`config.mk`:
```
export PLATFORM = sky130hd
export DESIGN_NAME = json_string_body_scanner_flat
export DESIGN_NICKNAME = d
export VERILOG_FILES = /design/src/hw/rtl/jsb_pkg.sv /design/src/hw/rtl/jsb_if.sv /design/src/hw/rtl/json_string_body_scanner.sv /design/src/hw/rtl/jsb_front.sv /design/src/hw/rtl/jsb_queue.sv /design/src/hw/rtl/jsb_back.sv /design/src/flat_wrapper.sv
export SDC_FILE = /design/constraint.sdc
export NUM_CORES = 1
export LEC_CHECK = 0
export BUFFER_PORTS_ARGS = -buffer_cell sky130_fd_sc_hd__buf_2
export CAP_MARGIN = 20
export CORE_MARGIN = 4
export CORE_UTILIZATION = 25
export DETAILED_ROUTE_END_ITERATION = 8
export GPL_ROUTABILITY_DRIVEN = 0
export PLACE_DENSITY = 0.44
export SLEW_MARGIN = 10
export SYNTH_ARGS = -nofsm -noshare
export SYNTH_HDL_FRONTEND = slang
export SYNTH_SLANG_ARGS = --single-unit
```
`constraint.sdc`:
```
create_clock -name clk_i -period 19.4 [get_ports clk_i]
set_input_delay 0.97 -clock clk_i [delete_from_list [all_inputs] [get_ports clk_i]]
set_output_delay 0.97 -clock clk_i [all_outputs]
set_load 0.05 [all_outputs]
```
`src/hw/rtl/jsb_pkg.sv`:
```
// Shared types, codes and constants of the JSON string body scanner.
`timescale 1ns / 1ps

package jsb_pkg;

  // Encoding register codes
  localparam logic [2:0] ENC_UTF8    = 3'd0;
  localparam logic [2:0] ENC_UTF16LE = 3'd1;
  localparam logic [2:0] ENC_UTF16BE = 3'd2;
  localparam logic [2:0] ENC_UTF32LE = 3'd3;
  localparam logic [2:0] ENC_UTF32BE = 3'd4;

  // Result status codes
  localparam logic [1:0] ST_RUN   = 2'd0;
  localparam logic [1:0] ST_QUOTE = 2'd1;
  localparam logic [1:0] ST_END   = 2'd2;
  localparam logic [1:0] ST_ERR   = 2'd3;

  // Queue between front and back
  localparam int unsigned QDEPTH = 2;
  localparam int unsigned QAW    = $clog2(QDEPTH);

  // UTF-8 view of one raw byte
  typedef enum logic [2:0] {
    BC_ASCII,
    BC_CONT,
    BC_LEAD2,
    BC_LEAD3,
    BC_LEAD4
  } byte_class_e;

  // One classified byte as it travels through the queue
  typedef struct packed {
    logic [7:0]  data_byte;
    logic        first_byte;
    logic        last_byte;
    byte_class_e cls;
  } jsb_item_t;

  // Smallest legal code point for a UTF-8 sequence of the given length
  function automatic logic [31:0] utf8_min(input logic [2:0] len);
    logic [31:0] v;
    begin
      case (len)
        3'd2:    v = 32'h0000_0080;
        3'd3:    v = 32'h0000_0800;
        3'd4:    v = 32'h0001_0000;
        default: v = 32'h0000_0000;
      endcase
      return v;
    end
  endfunction

endpackage

```
`src/hw/rtl/jsb_if.sv`:
```
// Valid/ready channel interfaces of the JSON string body scanner.
`timescale 1ns / 1ps

interface jsb_byte_if;
  logic       valid;
  logic       ready;
  logic [7:0] data_byte;
  logic       first_byte;
  logic       last_byte;
  modport source (output valid, data_byte, first_byte, last_byte, input ready);
  modport sink   (input valid, data_byte, first_byte, last_byte, output ready);
endinterface

interface jsb_result_if;
  logic        valid;
  logic        ready;
  logic [1:0]  status;
  logic        char_done;
  logic [31:0] code_point;
  modport source (output valid, status, char_done, code_point, input ready);
  modport sink   (input valid, status, char_done, code_point, output ready);
endinterface

interface jsb_cfg_if;
  logic       valid;
  logic       ready;
  logic [2:0] encoding;
  modport source (output valid, encoding, input ready);
  modport sink   (input valid, encoding, output ready);
endinterface

```
`src/hw/rtl/json_string_body_scanner.sv`:
```
// Top level of the JSON string body scanner: front, queue and back.
//
// Usage:
//   byte_i   carries raw text bytes (data_byte, first_byte, last_byte); a
//            byte transfers when valid and ready are both high.
//   result_o returns one result per byte: status, char_done, code_point.
//   cfg_i    writes the encoding register (always ready); write it only
//            while no byte is in flight.
// Path: a transferred byte is written into the queue, then popped into the
//   output register that drives result_o. Throughput: one byte per cycle
//   while result_o.ready is high, set by the combinational decode and lex step in the back end.
// Mark the byte after the opening quote with first_byte; it clears the
//   scanner. After status quote, end or error the same status repeats,
//   with char_done low, until the next first_byte.
// Reset: encoding UTF-8, scanner cleared, queue and output empty.
// Receiver stall: the result is held, the two-entry queue fills and
//   byte_i.ready drops once it is full.
`timescale 1ns / 1ps

module json_string_body_scanner import jsb_pkg::*; (
  input  logic         clk_i,
  input  logic         rst_ni,
  jsb_cfg_if.sink      cfg_i,
  jsb_byte_if.sink     byte_i,
  jsb_result_if.source result_o
);

  jsb_item_t item_in, item_head;
  logic      push, pop, full, nempty;

  jsb_front u_front (
    .byte_i (byte_i),
    .full_i (full),
    .push_o (push),
    .item_o (item_in)
  );

  jsb_queue u_queue (
    .clk_i    (clk_i),
    .rst_ni   (rst_ni),
    .push_i   (push),
    .item_i   (item_in),
    .pop_i    (pop),
    .head_o   (item_head),
    .nempty_o (nempty),
    .full_o   (full)
  );

  jsb_back u_back (
    .clk_i    (clk_i),
    .rst_ni   (rst_ni),
    .cfg_i    (cfg_i),
    .head_i   (item_head),
    .nempty_i (nempty),
    .pop_o    (pop),
    .result_o (result_o)
  );

endmodule

```
`src/hw/rtl/jsb_front.sv`:
```
// Front end: accept raw bytes and classify them for the UTF-8 decoder.
`timescale 1ns / 1ps

module jsb_front import jsb_pkg::*; (
  jsb_byte_if.sink  byte_i,
  input  logic      full_i,
  output logic      push_o,
  output jsb_item_t item_o
);

  // Accept whenever the queue has room
  assign byte_i.ready = ~full_i;
  assign push_o       = byte_i.valid & ~full_i;

  // Classify the byte by its leading bits
  always_comb begin
    item_o.data_byte  = byte_i.data_byte;
    item_o.first_byte = byte_i.first_byte;
    item_o.last_byte  = byte_i.last_byte;
    if (byte_i.data_byte[7] == 1'b0) begin
      item_o.cls = BC_ASCII;
    end else if (byte_i.data_byte[6] == 1'b0) begin
      item_o.cls = BC_CONT;
    end else if (byte_i.data_byte[5] == 1'b0) begin
      item_o.cls = BC_LEAD2;
    end else if (byte_i.data_byte[4] == 1'b0) begin
      item_o.cls = BC_LEAD3;
    end else begin
      item_o.cls = BC_LEAD4;
    end
  end

endmodule

```
`src/hw/rtl/jsb_queue.sv`:
```
// Short queue of classified bytes between front and back.
`timescale 1ns / 1ps

module jsb_queue import jsb_pkg::*; (
  input  logic      clk_i,
  input  logic      rst_ni,
  input  logic      push_i,
  input  jsb_item_t item_i,
  input  logic      pop_i,
  output jsb_item_t head_o,
  output logic      nempty_o,
  output logic      full_o
);

  jsb_item_t        mem_q [QDEPTH];
  logic [QAW-1:0]   wptr_q, wptr_d;
  logic [QAW-1:0]   rptr_q, rptr_d;
  logic [QAW:0]     cnt_q, cnt_d;
  logic             do_push, do_pop;

  assign full_o   = (cnt_q == (QAW+1)'(QDEPTH));
  assign nempty_o = (cnt_q != '0);
  assign head_o   = mem_q[rptr_q];
  assign do_push  = push_i & ~full_o;
  assign do_pop   = pop_i & nempty_o;

  // Advance pointers and fill count
  always_comb begin
    wptr_d = wptr_q;
    rptr_d = rptr_q;
    cnt_d  = cnt_q;
    if (do_push) begin
      wptr_d = (wptr_q == QAW'(QDEPTH - 1)) ? '0 : wptr_q + 1'b1;
    end
    if (do_pop) begin
      rptr_d = (rptr_q == QAW'(QDEPTH - 1)) ? '0 : rptr_q + 1'b1;
    end
    if (do_push && !do_pop) begin
      cnt_d = cnt_q + 1'b1;
    end else if (do_pop && !do_push) begin
      cnt_d = cnt_q - 1'b1;
    end
  end

  always_ff @(posedge clk_i or negedge rst_ni) begin
    if (!rst_ni) begin
      wptr_q <= '0;
      rptr_q <= '0;
      cnt_q  <= '0;
    end else begin
      wptr_q <= wptr_d;
      rptr_q <= rptr_d;
      cnt_q  <= cnt_d;
    end
  end

  // Store the entry
  always_ff @(posedge clk_i) begin
    if (do_push) begin
      mem_q[wptr_q] <= item_i;
    end
  end

  a_cnt_bound: assert property (@(posedge clk_i) disable iff (!rst_ni)
    cnt_q <= (QAW+1)'(QDEPTH))
    else $error("queue count above depth");

  a_cnt_grow: assert property (@(posedge clk_i) disable iff (!rst_ni)
    do_push && !do_pop |=> cnt_q == $past(cnt_q) + 1'b1)
    else $error("queue count did not grow on push");

  a_full_hold: assert property (@(posedge clk_i) disable iff (!rst_ni)
    full_o && !do_pop |=> full_o)
    else $error("full queue lost an entry without a pop");

endmodule

```
`src/hw/rtl/jsb_back.sv`:
```
// Back end: decode code points, check JSON string syntax, register results.
`timescale 1ns / 1ps

module jsb_back import jsb_pkg::*; (
  input  logic           clk_i,
  input  logic           rst_ni,
  jsb_cfg_if.sink        cfg_i,
  input  jsb_item_t      head_i,
  input  logic           nempty_i,
  output logic           pop_o,
  jsb_result_if.source   result_o
);

  // Lexer phases
  localparam logic [2:0] PH_TEXT = 3'd0;
  localparam logic [2:0] PH_ESC  = 3'd1;
  localparam logic [2:0] PH_HEX1 = 3'd2;
  localparam logic [2:0] PH_HEX2 = 3'd3;
  localparam logic [2:0] PH_HEX3 = 3'd4;
  localparam logic [2:0] PH_HEX4 = 3'd5;

  // Decoder outcomes
  localparam logic [1:0] DEC_WAIT = 2'd0;
  localparam logic [1:0] DEC_DONE = 2'd1;
  localparam logic [1:0] DEC_FAIL = 2'd2;

  logic [2:0]  enc_q;
  logic [2:0]  ph_q, ph_d;
  logic [1:0]  fst_q, fst_d;
  logic        fin_q, fin_d;
  logic [31:0] buf_q, buf_d;
  logic [2:0]  seen_q, seen_d;
  logic [2:0]  need_q, need_d;

  logic        ov_q;
  logic [1:0]  ost_q, st;
  logic        ochar_q, done;
  logic [31:0] ocp_q, cp;

  logic [2:0]  ph_e, seen_e, need_e, seen_inc;
  logic [1:0]  fst_e;
  logic        fin_e, little, partial_bad;
  logic [31:0] buf_e, sh8, buf6;
  logic [15:0] u_lo, u_hi;
  logic [1:0]  dec;
  logic [7:0]  b;

  // Configuration register
  assign cfg_i.ready = 1'b1;
  always_ff @(posedge clk_i or negedge rst_ni) begin
    if (!rst_ni) begin
      enc_q <= ENC_UTF8;
    end else if (cfg_i.valid) begin
      enc_q <= cfg_i.encoding;
    end
  end

  // Take the next byte when the output register is free or being drained
  assign pop_o = nempty_i & (~ov_q | result_o.ready);

  // One scanner step
  always_comb begin
    b        = head_i.data_byte;
    ph_e     = head_i.first_byte ? PH_TEXT : ph_q;
    fst_e    = head_i.first_byte ? ST_RUN : fst_q;
    fin_e    = head_i.first_byte ? 1'b0 : fin_q;
    buf_e    = head_i.first_byte ? '0 : buf_q;
    seen_e   = head_i.first_byte ? '0 : seen_q;
    need_e   = head_i.first_byte ? '0 : need_q;
    seen_inc = seen_e + 3'd1;
    sh8      = {buf_e[23:0], b};
    buf6     = {buf_e[25:0], b[5:0]};
    little   = (enc_q == ENC_UTF16LE) || (enc_q == ENC_UTF32LE);
    u_lo     = little ? {sh8[7:0], sh8[15:8]} : sh8[15:0];
    u_hi     = little ? {sh8[23:16], sh8[31:24]} : sh8[31:16];
    dec      = DEC_FAIL;
    cp       = '0;
    buf_d    = buf_e;
    seen_d   = seen_e;
    need_d   = need_e;
    ph_d     = ph_e;
    st       = ST_RUN;
    done     = 1'b0;
    fin_d    = fin_e;
    fst_d    = fst_e;

    // Decode the byte under the selected encoding
    case (enc_q)
      ENC_UTF8: begin
        if (seen_e == 3'd0) begin
          case (head_i.cls)
            BC_ASCII: begin
              dec = DEC_DONE;
              cp  = {24'd0, b};
            end
            BC_LEAD2: begin
              dec = DEC_WAIT; need_d = 3'd2; seen_d = 3'd1;
              buf_d = {27'd0, b[4:0]};
            end
            BC_LEAD3: begin
              dec = DEC_WAIT; need_d = 3'd3; seen_d = 3'd1;
              buf_d = {28'd0, b[3:0]};
            end
            BC_LEAD4: begin
              dec = DEC_WAIT; need_d = 3'd4; seen_d = 3'd1;
              buf_d = {29'd0, b[2:0]};
            end
            default: dec = DEC_FAIL;
          endcase
        end else if (head_i.cls != BC_CONT || need_e < 3'd2 || need_e > 3'd4) begin
          dec = DEC_FAIL;
        end else if (seen_inc < need_e) begin
          dec    = DEC_WAIT;
          buf_d  = buf6;
          seen_d = seen_inc;
        end else if (buf6 < utf8_min(need_e)) begin
          dec = DEC_FAIL;
        end else begin
          dec = DEC_DONE;
          cp  = buf6;
        end
      end
      ENC_UTF16LE, ENC_UTF16BE: begin
        buf_d  = sh8;
        seen_d = seen_inc;
        if (seen_inc < 3'd2 || seen_inc == 3'd3) begin
          dec = DEC_WAIT;
        end else if (seen_inc == 3'd2) begin
          if (u_lo[15:8] inside {[8'hD8:8'hDB]}) begin
            dec    = DEC_WAIT;
            need_d = 3'd4;
          end else begin
            dec = DEC_DONE;
            cp  = {16'd0, u_lo};
          end
        end else if (!(u_lo[15:8] inside {[8'hDC:8'hDF]})) begin
          dec = DEC_FAIL;
        end else begin
          dec = DEC_DONE;
          cp  = 32'h0001_0000 + {12'd0, u_hi[9:0], 10'd0} + {22'd0, u_lo[9:0]};
        end
      end
      ENC_UTF32LE, ENC_UTF32BE: begin
        buf_d  = sh8;
        seen_d = seen_inc;
        need_d = 3'd4;
        if (seen_inc < 3'd4) begin
          dec = DEC_WAIT;
        end else begin
          dec = DEC_DONE;
          cp  = little ? {sh8[7:0], sh8[15:8], sh8[23:16], sh8[31:24]} : sh8;
        end
      end
      default: dec = DEC_FAIL;
    endcase

    // Drop the character buffer and run the lexer on a finished code point
    if (dec == DEC_FAIL) begin
      st = ST_ERR;
      buf_d = '0; seen_d = '0; need_d = '0;
    end else if (dec == DEC_DONE) begin
      done = 1'b1;
      buf_d = '0; seen_d = '0; need_d = '0;
      case (ph_e)
        PH_ESC: begin
          if (cp inside {32'h5C, 32'h2F, 32'h62, 32'h66, 32'h6E, 32'h72, 32'h74, 32'h22}) begin
            ph_d = PH_TEXT;
          end else if (cp == 32'h75) begin
            ph_d = PH_HEX1;
          end else begin
            st = ST_ERR;
          end
        end
        PH_HEX1, PH_HEX2, PH_HEX3, PH_HEX4: begin
          if (cp inside {[32'h30:32'h39], [32'h61:32'h66], [32'h41:32'h46]}) begin
            ph_d = (ph_e == PH_HEX4) ? PH_TEXT : ph_e + 3'd1;
          end else begin
            st = ST_ERR;
          end
        end
        default: begin
          ph_d = PH_TEXT;
          if (cp == 32'h5C) begin
            ph_d = PH_ESC;
          end else if (cp == 32'h22) begin
            st = ST_QUOTE;
          end else if (cp <= 32'h1F) begin
            st = ST_ERR;
          end
        end
      endcase
    end

    // End of input: an open UTF-8 sequence or surrogate pair is an error
    partial_bad = (seen_d != 3'd0) &&
                  ((enc_q == ENC_UTF8) ||
                   (((enc_q == ENC_UTF16LE) || (enc_q == ENC_UTF16BE)) && need_d == 3'd4));
    if (st == ST_RUN && head_i.last_byte) begin
      st = partial_bad ? ST_ERR : ST_END;
    end

    // Once finished, repeat the final status and hold all state
    if (fin_e) begin
      st     = fst_e;
      done   = 1'b0;
      cp     = '0;
      buf_d  = buf_e;
      seen_d = seen_e;
      need_d = need_e;
      ph_d   = ph_e;
    end else if (st != ST_RUN) begin
      fin_d = 1'b1;
      fst_d = st;
    end
  end

  // Scanner state
  always_ff @(posedge clk_i or negedge rst_ni) begin
    if (!rst_ni) begin
      ph_q   <= PH_TEXT;
      fst_q  <= ST_RUN;
      fin_q  <= 1'b0;
      buf_q  <= '0;
      seen_q <= '0;
      need_q <= '0;
    end else if (pop_o) begin
      ph_q   <= ph_d;
      fst_q  <= fst_d;
      fin_q  <= fin_d;
      buf_q  <= buf_d;
      seen_q <= seen_d;
      need_q <= need_d;
    end
  end

  // Output register
  always_ff @(posedge clk_i or negedge rst_ni) begin
    if (!rst_ni) begin
      ov_q <= 1'b0;
    end else if (pop_o) begin
      ov_q <= 1'b1;
    end else if (result_o.ready) begin
      ov_q <= 1'b0;
    end
  end

  always_ff @(posedge clk_i) begin
    if (pop_o) begin
      ost_q   <= st;
      ochar_q <= done;
      ocp_q   <= cp;
    end
  end

  assign result_o.valid      = ov_q;
  assign result_o.status     = ost_q;
  assign result_o.char_done  = ochar_q;
  assign result_o.code_point = ocp_q;

  a_fin_status: assert property (@(posedge clk_i) disable iff (!rst_ni)
    fin_q |-> fst_q != ST_RUN)
    else $error("finished without a final status");

  a_cp_zero: assert property (@(posedge clk_i) disable iff (!rst_ni)
    ov_q && !ochar_q |-> ocp_q == 32'd0)
    else $error("code point set without a finished character");

  a_pop_fills: assert property (@(posedge clk_i) disable iff (!rst_ni)
    pop_o |=> ov_q)
    else $error("popped byte left no result");

endmodule
```
`src/flat_wrapper.sv`:
```
// flat-port wrapper written by rule: the top's interface ports become plain ports
module json_string_body_scanner_flat import jsb_pkg::*;
  (clk_i, rst_ni, cfg_i_valid, cfg_i_encoding, cfg_i_ready, byte_i_valid, byte_i_data_byte, byte_i_first_byte, byte_i_last_byte, byte_i_ready, result_o_valid, result_o_status, result_o_char_done, result_o_code_point, result_o_ready);
  jsb_cfg_if cfg_i_i ();
  jsb_byte_if byte_i_i ();
  jsb_result_if result_o_i ();
  input  logic clk_i;
  input  logic rst_ni;
  input wire logic [$bits(cfg_i_i.valid)-1:0] cfg_i_valid;
  input wire logic [$bits(cfg_i_i.encoding)-1:0] cfg_i_encoding;
  output wire logic [$bits(cfg_i_i.ready)-1:0] cfg_i_ready;
  input wire logic [$bits(byte_i_i.valid)-1:0] byte_i_valid;
  input wire logic [$bits(byte_i_i.data_byte)-1:0] byte_i_data_byte;
  input wire logic [$bits(byte_i_i.first_byte)-1:0] byte_i_first_byte;
  input wire logic [$bits(byte_i_i.last_byte)-1:0] byte_i_last_byte;
  output wire logic [$bits(byte_i_i.ready)-1:0] byte_i_ready;
  output wire logic [$bits(result_o_i.valid)-1:0] result_o_valid;
  output wire logic [$bits(result_o_i.status)-1:0] result_o_status;
  output wire logic [$bits(result_o_i.char_done)-1:0] result_o_char_done;
  output wire logic [$bits(result_o_i.code_point)-1:0] result_o_code_point;
  input wire logic [$bits(result_o_i.ready)-1:0] result_o_ready;
  assign cfg_i_i.valid = cfg_i_valid;
  assign cfg_i_i.encoding = cfg_i_encoding;
  assign cfg_i_ready = cfg_i_i.ready;
  assign byte_i_i.valid = byte_i_valid;
  assign byte_i_i.data_byte = byte_i_data_byte;
  assign byte_i_i.first_byte = byte_i_first_byte;
  assign byte_i_i.last_byte = byte_i_last_byte;
  assign byte_i_ready = byte_i_i.ready;
  assign result_o_valid = result_o_i.valid;
  assign result_o_status = result_o_i.status;
  assign result_o_char_done = result_o_i.char_done;
  assign result_o_code_point = result_o_i.code_point;
  assign result_o_i.ready = result_o_ready;
  json_string_body_scanner u_core (.clk_i(clk_i), .rst_ni(rst_ni), .cfg_i(cfg_i_i), .byte_i(byte_i_i), .result_o(result_o_i));
endmodule
```
======== Word level (Yosys, flattened, before mapping) ========
Memories as Yosys holds them, arrays and structs flattened.
Cells that the tools add are included.
storage, ports and cells
  memories ................................ 1
  bits of input ports ..................... 18
  word-level logic and storage cells ...... 212
  register bits after elaboration ......... 87
  output and inout port bits .............. 38
  memory bits (writable) .................. 26
memory list
  name                  depth  bits a word  rd ports  clocked after Yosys merged registers in  write ports  line             RTL
  u_core.u_queue.mem_q  2      13           1         0                                        1            jsb_queue.sv:15  jsb_item_t mem_q [QDEPTH];
cells by class
  $add $sub $neg .......................... 8
  bitwise gates (word level) .............. 7
  eq/ne operators ......................... 31
  order comparisons ....................... 17
  muxes and demuxes ....................... 99
  reduce and logical (&&, ||, !) cells .... 35
operator list
  cell                                                                                  count
  32-bit two-way mux                                                                    19
  32-bit by 7-bit equality test with 1-bit output, second input constant                7
  32-bit case mux with 3 select lines                                                   2
  3-bit two-way mux                                                                     28
  32-bit by 6-bit equality test with 1-bit output, second input constant                2
  32-bit by 7-bit greater-or-equal comparator with 1-bit output, second input constant  2
  32-bit by 7-bit <= comparator with 1-bit output, second input constant                2
  32-bit case mux with 2 select lines                                                   1
  17-bit case mux with 3 select lines                                                   1
  2-bit two-way mux                                                                     22
  32-bit by 6-bit greater-or-equal comparator with 1-bit output, second input constant  1
  32-bit by 5-bit <= comparator with 1-bit output, second input constant                1
  32-bit by 6-bit <= comparator with 1-bit output, second input constant                1
  32-bit < comparator                                                                   1
  16-bit two-way mux                                                                    2
  3-bit by 2-bit equality test with 1-bit output, second input constant                 10
  21-bit by 10-bit adder with 22-bit output                                             1
  22-bit two-way mux                                                                    1
  17-bit by 20-bit adder with 21-bit output, first input constant                       1
  3-bit equality test, second input constant                                            6
  3-bit case mux with 3 select lines                                                    2
  8-bit greater-or-equal comparator, second input constant                              2
  8-bit <= comparator, second input constant                                            2
  1-bit two-way mux                                                                     14
  31 further kinds                                                                      66

======== Depth between registers and ports, before layout ========
Gate-level depths: netlist of run 1.
An unclocked memory read counts as a cell.
  depth after elaboration ................. 27
  depth in mapped cells ................... 28
  gate-level depth less buffers ........... 22

======== Hierarchy ========
A second synthesis of run 1 with hierarchy kept.
second synthesis, totals
  cells, all modules ...................... 1,004
  area total of the unflattened synthesis .. 8,169.1 um^2
by module, submodules not included
  module     instances  area each (um^2)  sequential area each (um^2)  cells each
  jsb_back   1          6,912.9           2,102.0                      927
  jsb_queue  1          1,141.1           880.8                        59
  jsb_front  1          115.1             0.0                          18

======== Least setup slack after synthesis of run 1 ========
Ideal clock, no wire load.
  path kind ............................... reg2reg
  start ................................... reg u_core.u_queue.rptr_q
  end ..................................... reg u_core.u_back.ost_q[1], in the netlist u_core.u_back.result_o.status[1], data pin
  arrival time ............................ 5.864 ns
  slack ................................... 13.271 ns
  path buffers ............................ 9
  cell stages (with the launch flop) ...... 28
  clock period less this slack ............ 6.129 ns
  setup time .............................. 0.265 ns
  required time ........................... 19.135 ns
  path through ............................ dfrtp_1 > buf_6 > mux2i_4 > buf_2 > buf_1 > buf_2 > clkbuf_1 > clkbuf_1 > buf_1 > buf_1 > nand2_1 > or3_1 > ha_1 > nand2_1 > a211oi_1 > a2111oi_4 > a21oi_4 > buf_6 > a211oi_1 > o211ai_1 > nor4_2 > nand3_2 > nor4_1 > nor4b_2 > nand2_1 > o41ai_4 > nor2_1 > a21oi_1
between the ends
  word-level cells in the longest chain between the ends .. 25
  elaborated cells on any way between the ends .. 109
  those cells by class .................... add/sub: 3; order compare: 17; eq/ne: 25; mux: 47; reduce/logical: 16; memory: 1
ends and longest elaborated chain
  element                                                                                       line             RTL
  start, declared                                                                               jsb_queue.sv:17  logic [QAW-1:0] rptr_q, rptr_d;
  start signal, assigned                                                                        jsb_queue.sv:52  rptr_q <= rptr_d;
  memory 2 x 13 bit (*)                                                                         --
  3-bit two-way mux                                                                             jsb_back.sv:69   need_e = head_i.first_byte ? '0 : need_q;
  3-bit equality test / 3-bit by 2-bit equality test with 1-bit output (equally long branches)  jsb_pkg.sv:44    case (len)
  17-bit case mux with 3 select lines                                                           jsb_pkg.sv:44
  32-bit two-way mux                                                                            jsb_back.sv:112  end else if (seen_inc < need_e) begin
  32-bit two-way mux                                                                            jsb_back.sv:110  end else if (head_i.cls != BC_CONT || need_e < 3'd2 || need_e > 3'd4) begin
  32-bit two-way mux                                                                            jsb_back.sv:90   if (seen_e == 3'd0) begin
  32-bit two-way mux                                                                            jsb_back.sv:88   case (enc_q)
  [10 not listed]                                                                               --
  2-bit case mux with 2 select lines                                                            jsb_back.sv:164  case (ph_e)
  2-bit two-way mux                                                                             jsb_back.sv:161  end else if (dec == DEC_DONE) begin
  2-bit two-way mux                                                                             jsb_back.sv:158  if (dec == DEC_FAIL) begin
  2-bit zero test                                                                               jsb_back.sv:198  if (st == ST_RUN && head_i.last_byte) begin
  1-bit logical AND                                                                             jsb_back.sv:198
  2-bit two-way mux                                                                             jsb_back.sv:198
  2-bit two-way mux (*)                                                                         jsb_back.sv:203  if (fin_e) begin
  net u_core.u_back.st[1]                                                                       jsb_back.sv:36   logic [1:0] ost_q, st;
  end signal, assigned                                                                          jsb_back.sv:249  ost_q <= st;
  end, declared                                                                                 jsb_back.sv:36
Mark *: on every way through the listed nets, which the timed path passes. The rest lies on a longest branch. The select of a mux whose other input is x is not followed.
A chain may end at the register's enable or synchronous reset.

======== Worst setup path after layout of run 1 ========
Ends and elaborated chain as after synthesis.

==> flow_summary.toml, run 1 <==
[worst_setup_path]
startpoint = "u_core.u_queue.rptr_q"
worstSetupEndpointType = "flop"
cp_slowest_cell = "buf_4"
r2r_start = "u_core.u_queue.rptr_q"
path_cells = "buf_4 -> mux2i_4 -> buf_4 -> nand2_1 -> inv_1 -> ha_1 -> a21boi_1 -> or2_1 -> ha_1 -> nor3b_1 -> a32oi_1 -> o2111ai_4 -> a21oi_4 -> nor2_4 -> a21oi_1 -> or2_1 -> nand3_1 -> a2111oi_2 -> nor4b_2 -> nand2_1 -> o41ai_4 -> nor2_1 -> a21oi_1"
crit_required_ns = 19.52
startpoint_type = "flop"
worstPathMaxFanout = 78
cp_data_arrival_time_ns = 6.87
slowest_delay_ns = 0.67
crit_type = "reg -> reg"

[logic_synthesis]
synthCells = 978
ys_seq_area_share_pct = 36.1
synth-edff-count = 61
ys_ff_latch = 107
syn_nets = 1006
synth.avg_cell_area_um2 = 8.44
synth_area_um2 = 8250
yosysWarnings = 0
ys.flop_type = "edfxtp_1"
async_flop_share_pct = 43.0
yosysUniqueCellTypes = 101

[die]
dieArea_um2 = 36000
initial_core_util_pct = 25.4
chipHeight_um = 190
fp-row-count = 66
io_pins = 56
coreArea_um2 = 32500
die_w_um = 190

[final_layout]
diodes = 0
fin_nets = 1017
stdcell_area_um2 = 9230
area_growth_pct = 11.9
fin_util_pct = 28.4
stdcell_count = 1436
register_area_um2 = 2980
final_layout_size_suffix_gt1_share_pct = 15.0
fillers = 3548
multiInputGateArea_um2 = 4900

[sta]
maxSlewHeadroom_pct = 31.8
hold_violations = 0
maxSlewViolCount = 0
max_freq_mhz = 148
skew_ns = 0.0115
fin_ws_ns = 12.66
rsz0062_at_grt = "false"
period_share_pct = 34.8
setup_viol = 0
finalCriticalPeriod_ns = 6.74
finalSetupTns_ns = 0
worst_pin_slew_ns = 1.02

[detailed_routing]
viasPerCell = 5.50
wl_met1_um = 14500
first_pass_iters = 5
postRouteAntennaNets = 0
wl_per_cell_um = 22.0
routed_wl_um = 31600
dr_wl_met3_um = 2500
route.met2.wl_um = 13700
drc = 0
topRoutingLayerUsed = "met4"
drtIter0Drc = 835
vias = 7891

[grt]
track_usage_pct = 17.3
grt_max_degree = 79
grt_overflow_total = 0
grt_pass1_wl_um = 47800
antenna_found_initial = 0
grt_pass1_vias = 7400

[cts]
post_cts_buffers = 0
cts.repair.resized = 0
clock_latency_ns = 0.38
cts_root_buffer = "clkbuf_16"
cts_buffers = 9
cts_tree = "yes"
clk_pin_slew_ns = 0.08
cts.sinks = 107
htree_num_levels = 3
ctsHoldBuffers = 0
clk_path_buf_depth = 2

[placement]
place_ws_ns = 12.76
dp.cells = 1418
io_buffers = 54
hpwl_um = 22900
place_area_um2 = 8910

[run_status]
status = "finished clean"

[hold_path]
min_path_type = "reg -> reg"
min_from = "u_core.u_back.seen_q[1]"

[pwr]
powerDensity_nw_per_um2 = 140
ir_drop_uv = 92.6
leakage_nw = 3.32

[job]
drv_cap = 0
-- cells in the mapped netlist (6+ instances only) --
library cell	count	area share (%)
inv_1	13	0.59
buf_2	13	0.79
mux2i_1	19	2.3
and3_1	6	0.45
nand3_1	28	1.7
dfrtp_1	46	14
o211ai_1	12	1.1
mux2_2	6	0.82
o221ai_1	8	0.85
nand2b_1	11	0.83
a211oi_1	6	0.55
nand2_1	147	6.7
and2_1	11	0.83
o22ai_1	22	1.7
nand4_1	8	0.61
nor2_1	107	4.9
a21oi_1	70	4.2
ha_1	10	1.5
o21ai_0	58	3.5
nor3_1	31	1.9
clkbuf_1	45	2.0
o21ai_1	10	0.61
edfxtp_1	61	22
nor2b_1	6	0.45
a31oi_1	24	1.8
xnor2_1	8	0.85
o31ai_1	25	2.3
buf_1	12	0.55
a21o_1	6	0.55
a22oi_1	10	0.91
-- critical path: cells and delay by family (launching register included) --
kind / cells / cell delay (ns)
buffers and inverters: 3 / 1.22
AOI/OAI and AO/OA: 8 / 2.62
DFF: 1 / 0.33
and+or+nand+nor: 9 / 1.61
muxes: 1 / 0.29
adders and majority gates: 2 / 0.40
-- registers in the layout, summed over array words and instances, names as in the netlist, 3 cells and up --
name and count:
u_core.u_back.ph_q 3, u_core.u_back.buf_q 26, u_core.u_back.enc_q 3, u_core.u_back.result_o.code_point 32, u_core.u_back.seen_q 3, u_core.u_back.need_q 3, u_core.u_queue.mem_q 26
-- logic make-up (layout without fill, tap and decap cells) --
group / count (synthesis) / in the layout / share of synthesized area [%]
AND/OR/NAND/NOR: 398 / 398 / 23.1
AO/OA/AOI/OAI: 329 / 329 / 28.9
flip-flops: 107 / 107 / 36.1
buffers and inverters: 89 / 105 / 4.61
multiplexers: 30 / 30 / 4.09
adder cells (fa/ha/maj): 12 / 12 / 1.76
XOR/XNOR: 12 / 12 / 1.27
other: 1 / 1 / 0.0454
-- routing by layer --
layer	up-vias	global-route usage, %
met3	63	3.69
met4	0	5.40
met5	-	0
li1	3688	-
met1	3783	24.9
met2	357	25.8
-- layout by cell type (no fill, tap or decap), types with 19 or more instances in the layout --
master,Yosys,layout
o22ai_1,22,22
o21ai_0,58,57
nand2_1,147,146
nand3_1,28,28
o31ai_1,25,25
a21oi_1,70,70
edfxtp_1,61,61
buf_2,13,55
nor2_1,107,106
dfrtp_1,46,46
a31oi_1,24,24
nor3_1,31,31
mux2i_1,19,19
-- where the power goes --
part | switching [W] | internal [W] | total (W)
clock network | 0.0000986 | 0.0000922 | 0.000191
logic | 0.000518 | 0.000194 | 0.000712
registers | 0.0000765 | 0.000317 | 0.000393
-- through the flow --
| step | hold WS, ns | total power [W] |
|---|---|---|
| finish | 0.506 | 0.00130 |
| CTS | 0.501 | 0.00129 |
| floorplan | 0.448 | 0.000878 |
| detailed placement | 0.486 | 0.00110 |
| global placement | 0.476 | 0.00110 |
| global route | 0.518 | 0.00137 |
-- area by class of cell --
type / count / share of cell area [%]
clock buffer: 9 / 2.44
timing repair buffer: 75 / 4.73
multi-input combinational: 782 / 53.1
inverter: 14 / 0.569
sequential: 107 / 32.3
tap: 442 / 5.99
clock inverter: 7 / 0.827
-- worst paths after layout --
check,end,slack [ns],cells past startpoint
max,u_core.u_back.result_o.status[1],12.66,23
min,u_core.u_back.seen_q[1],0.51,2
max reg2reg,u_core.u_back.result_o.status[1],12.66,23
min reg2reg,u_core.u_back.seen_q[1],0.51,2
max in group asynchronous,u_core.u_back.buf_q[21],18.24,2
min in group asynchronous,u_core.u_back.enc_q[0],0.71,2
Power figures use the tool's default switching activity.
==> inputs of run 2 (changes only) <==
==> constraint.sdc (replaced) <==
create_clock -name clk_i -period 6.8 [get_ports clk_i]
set_input_delay 0.34 -clock clk_i [delete_from_list [all_inputs] [get_ports clk_i]]
set_output_delay 0.34 -clock clk_i [all_outputs]
set_load 0.05 [all_outputs]
==> run 2 against run 1 <==
Against the previous run: wire length rose by 0.25%; flip-flop and latch count did not move; clock skew fell by 0.0032 ns; via count rose by 1.4%; first-iteration DRC count fell by 3.7%; cell count rose by 0.21%; worst setup slack got worse by 12 ns; clock power rose to 3.0 times the previous value.
==> flow_summary.toml, run 2 (synthesis gave the netlist of run 1 again) <==
[worst_setup_path]
crit_required_ns = 6.91
startpoint_type = "flop"
crit_type = "reg -> reg"
worstSetupEndpointType = "flop"
worstPathMaxFanout = 75
cp_data_arrival_time_ns = 5.85

[final_layout]
register_area_um2 = 2980
layout_common_cells = "146 x nand2_1, 106 x nor2_1, 70 x a21oi_1"
largest_register_ffs = 32
final_layout_size_suffix_gt1_share_pct = 14.9
fin_util_pct = 28.5
diodes = 0
multiInputGateArea_um2 = 4900
fin_nets = 1020
fillers = 3563
area_growth_pct = 12.3
final_common_cell = "nand2_1"
stdcell_area_um2 = 9270

[cts]
clk_pin_slew_ns = 0.07
cts_tree = "yes"
clock_latency_ns = 0.37
clk_path_buf_depth = 2
cts_root_buffer = "clkbuf_16"
htree_num_levels = 3
ctsHoldBuffers = 0
cts.sinks = 107
cts_buffers = 9
post_cts_buffers = 0
cts.repair.resized = 0

[grt]
grt_max_degree = 76
track_usage_pct = 17.3
grt_pass1_vias = 7614
grt_overflow_total = 0
grt_pass1_wl_um = 48000
antenna_found_initial = 0

[sta]
max_freq_mhz = 174
setup_viol = 0
period_share_pct = 84.4
rsz0062_at_grt = "false"
hold_slack_ns = 0.0899
maxSlewViolCount = 0
skew_ns = 0.00829
hold_violations = 0
maxSlewHeadroom_pct = 36.6
worst_pin_slew_ns = 0.949
finalSetupTns_ns = 0
finalCriticalPeriod_ns = 5.74

[pwr]
leakage_nw = 3.33
powerDensity_nw_per_um2 = 404
ir_drop_uv = 207
p_total_w = 0.00374

[die]
io_pins = 56
coreArea_um2 = 32500
dieArea_um2 = 36000
initial_core_util_pct = 25.4
chipHeight_um = 190
die_w_um = 190
fp-row-count = 66

[placement]
hpwl_um = 23400
io_buffers = 54
place_area_um2 = 8950

[detailed_routing]
drtIter0Drc = 804
drc = 0
postRouteAntennaNets = 0
vias = 8004
routed_wl_um = 31700
wl_per_cell_um = 22.0
first_pass_iters = 5
viasPerCell = 5.56

[job]
drv_cap = 0

[hold_path]
min_path_type = "in -> async"

[run_status]
status = "finished clean"
## run 2: cell types whose count changed in the layout (fill, tap and decap cells not counted)
cell	change
buf_4	+4
clkbuf_1	+3
inv_8	-3
bufinv_16	+2
clkinvlp_4	+2
inv_6	-2
buf_2	-1
clkinv_4	-1
clkinv_8	-1
## run 2: layout make-up
| class | instances | area share, % |
|---|---|---|
| Multi-Input combinational cell | 782 | 52.9 |
| Sequential cell | 107 | 32.2 |
| Tap cell | 442 | 5.97 |
| Timing Repair Buffer | 78 | 4.98 |
| Clock buffer | 12 | 2.55 |
| Clock inverter | 4 | 0.810 |
| Inverter | 14 | 0.567 |
## run 2: critical path, stage by stage, from the launching register on
cell       delay (ns)
dfrtp_1          0.40
mux2i_4          0.30
buf_4            0.69
nand2_1          0.26
inv_1            0.22
ha_1             0.27
nand2_1          0.08
a211oi_1         0.07
a2111oi_4        0.44
a21oi_4          0.26
a211oi_1         0.50
o211ai_1         0.25
nor4_2           0.23
nand3_2          0.28
nor4_1           0.50
nor4b_2          0.15
nand2_1          0.13
o41ai_4          0.10
nor2_1           0.23
a21oi_1          0.10
## run 2: path summary, 6_finish.rpt
kind | from | to | slack, ns | cells past startpoint
max | u_core.u_queue.rptr_q | u_core.u_back.result_o.status[1] | 1.06 | 19
max in group asynchronous | rst_ni | u_core.u_back.buf_q[23] | 6.25 | 2
min in group clk_i | byte_i_last_byte | u_core.u_queue.mem_q[1][3] | 0.16 | 1
min reg2reg | u_core.u_back.seen_q[1] | u_core.u_back.seen_q[1] | 0.50 | 2
min | rst_ni | u_core.u_back.enc_q[0] | 0.09 | 2
max reg2reg | u_core.u_queue.rptr_q | u_core.u_back.result_o.status[1] | 1.06 | 19
## run 2: routing by layer
metal | up-vias | global-route usage [%] | wire [um]
met3 | 71 | 4.13 | 2460
li1 | 3701 | - | -
met2 | 353 | 25.8 | 13500
met1 | 3879 | 24.3 | 14500
met4 | 0 | 6.65 | 1170
met5 | - | 0 | 0
## run 2: power breakdown
group          leakage, nW  total (W)  switching, W  internal (W)
combinational         1.99    0.00205       0.00150      0.000559
sequential            1.19    0.00112      0.000211      0.000905
clock                0.143   0.000568      0.000244      0.000323
total                 3.33    0.00374       0.00195       0.00179
## run 2: per-stage QoR
stage / setup WS (ns) / instances
2_1_floorplan: 0.671 / 978
3_3_place_gp: 1.30 / 1421
3_5_place_dp: 1.20 / 1423
4_1_cts: 1.17 / 1439
5_1_grt: 0.630 / 1439
6_report: 1.06 / 1439
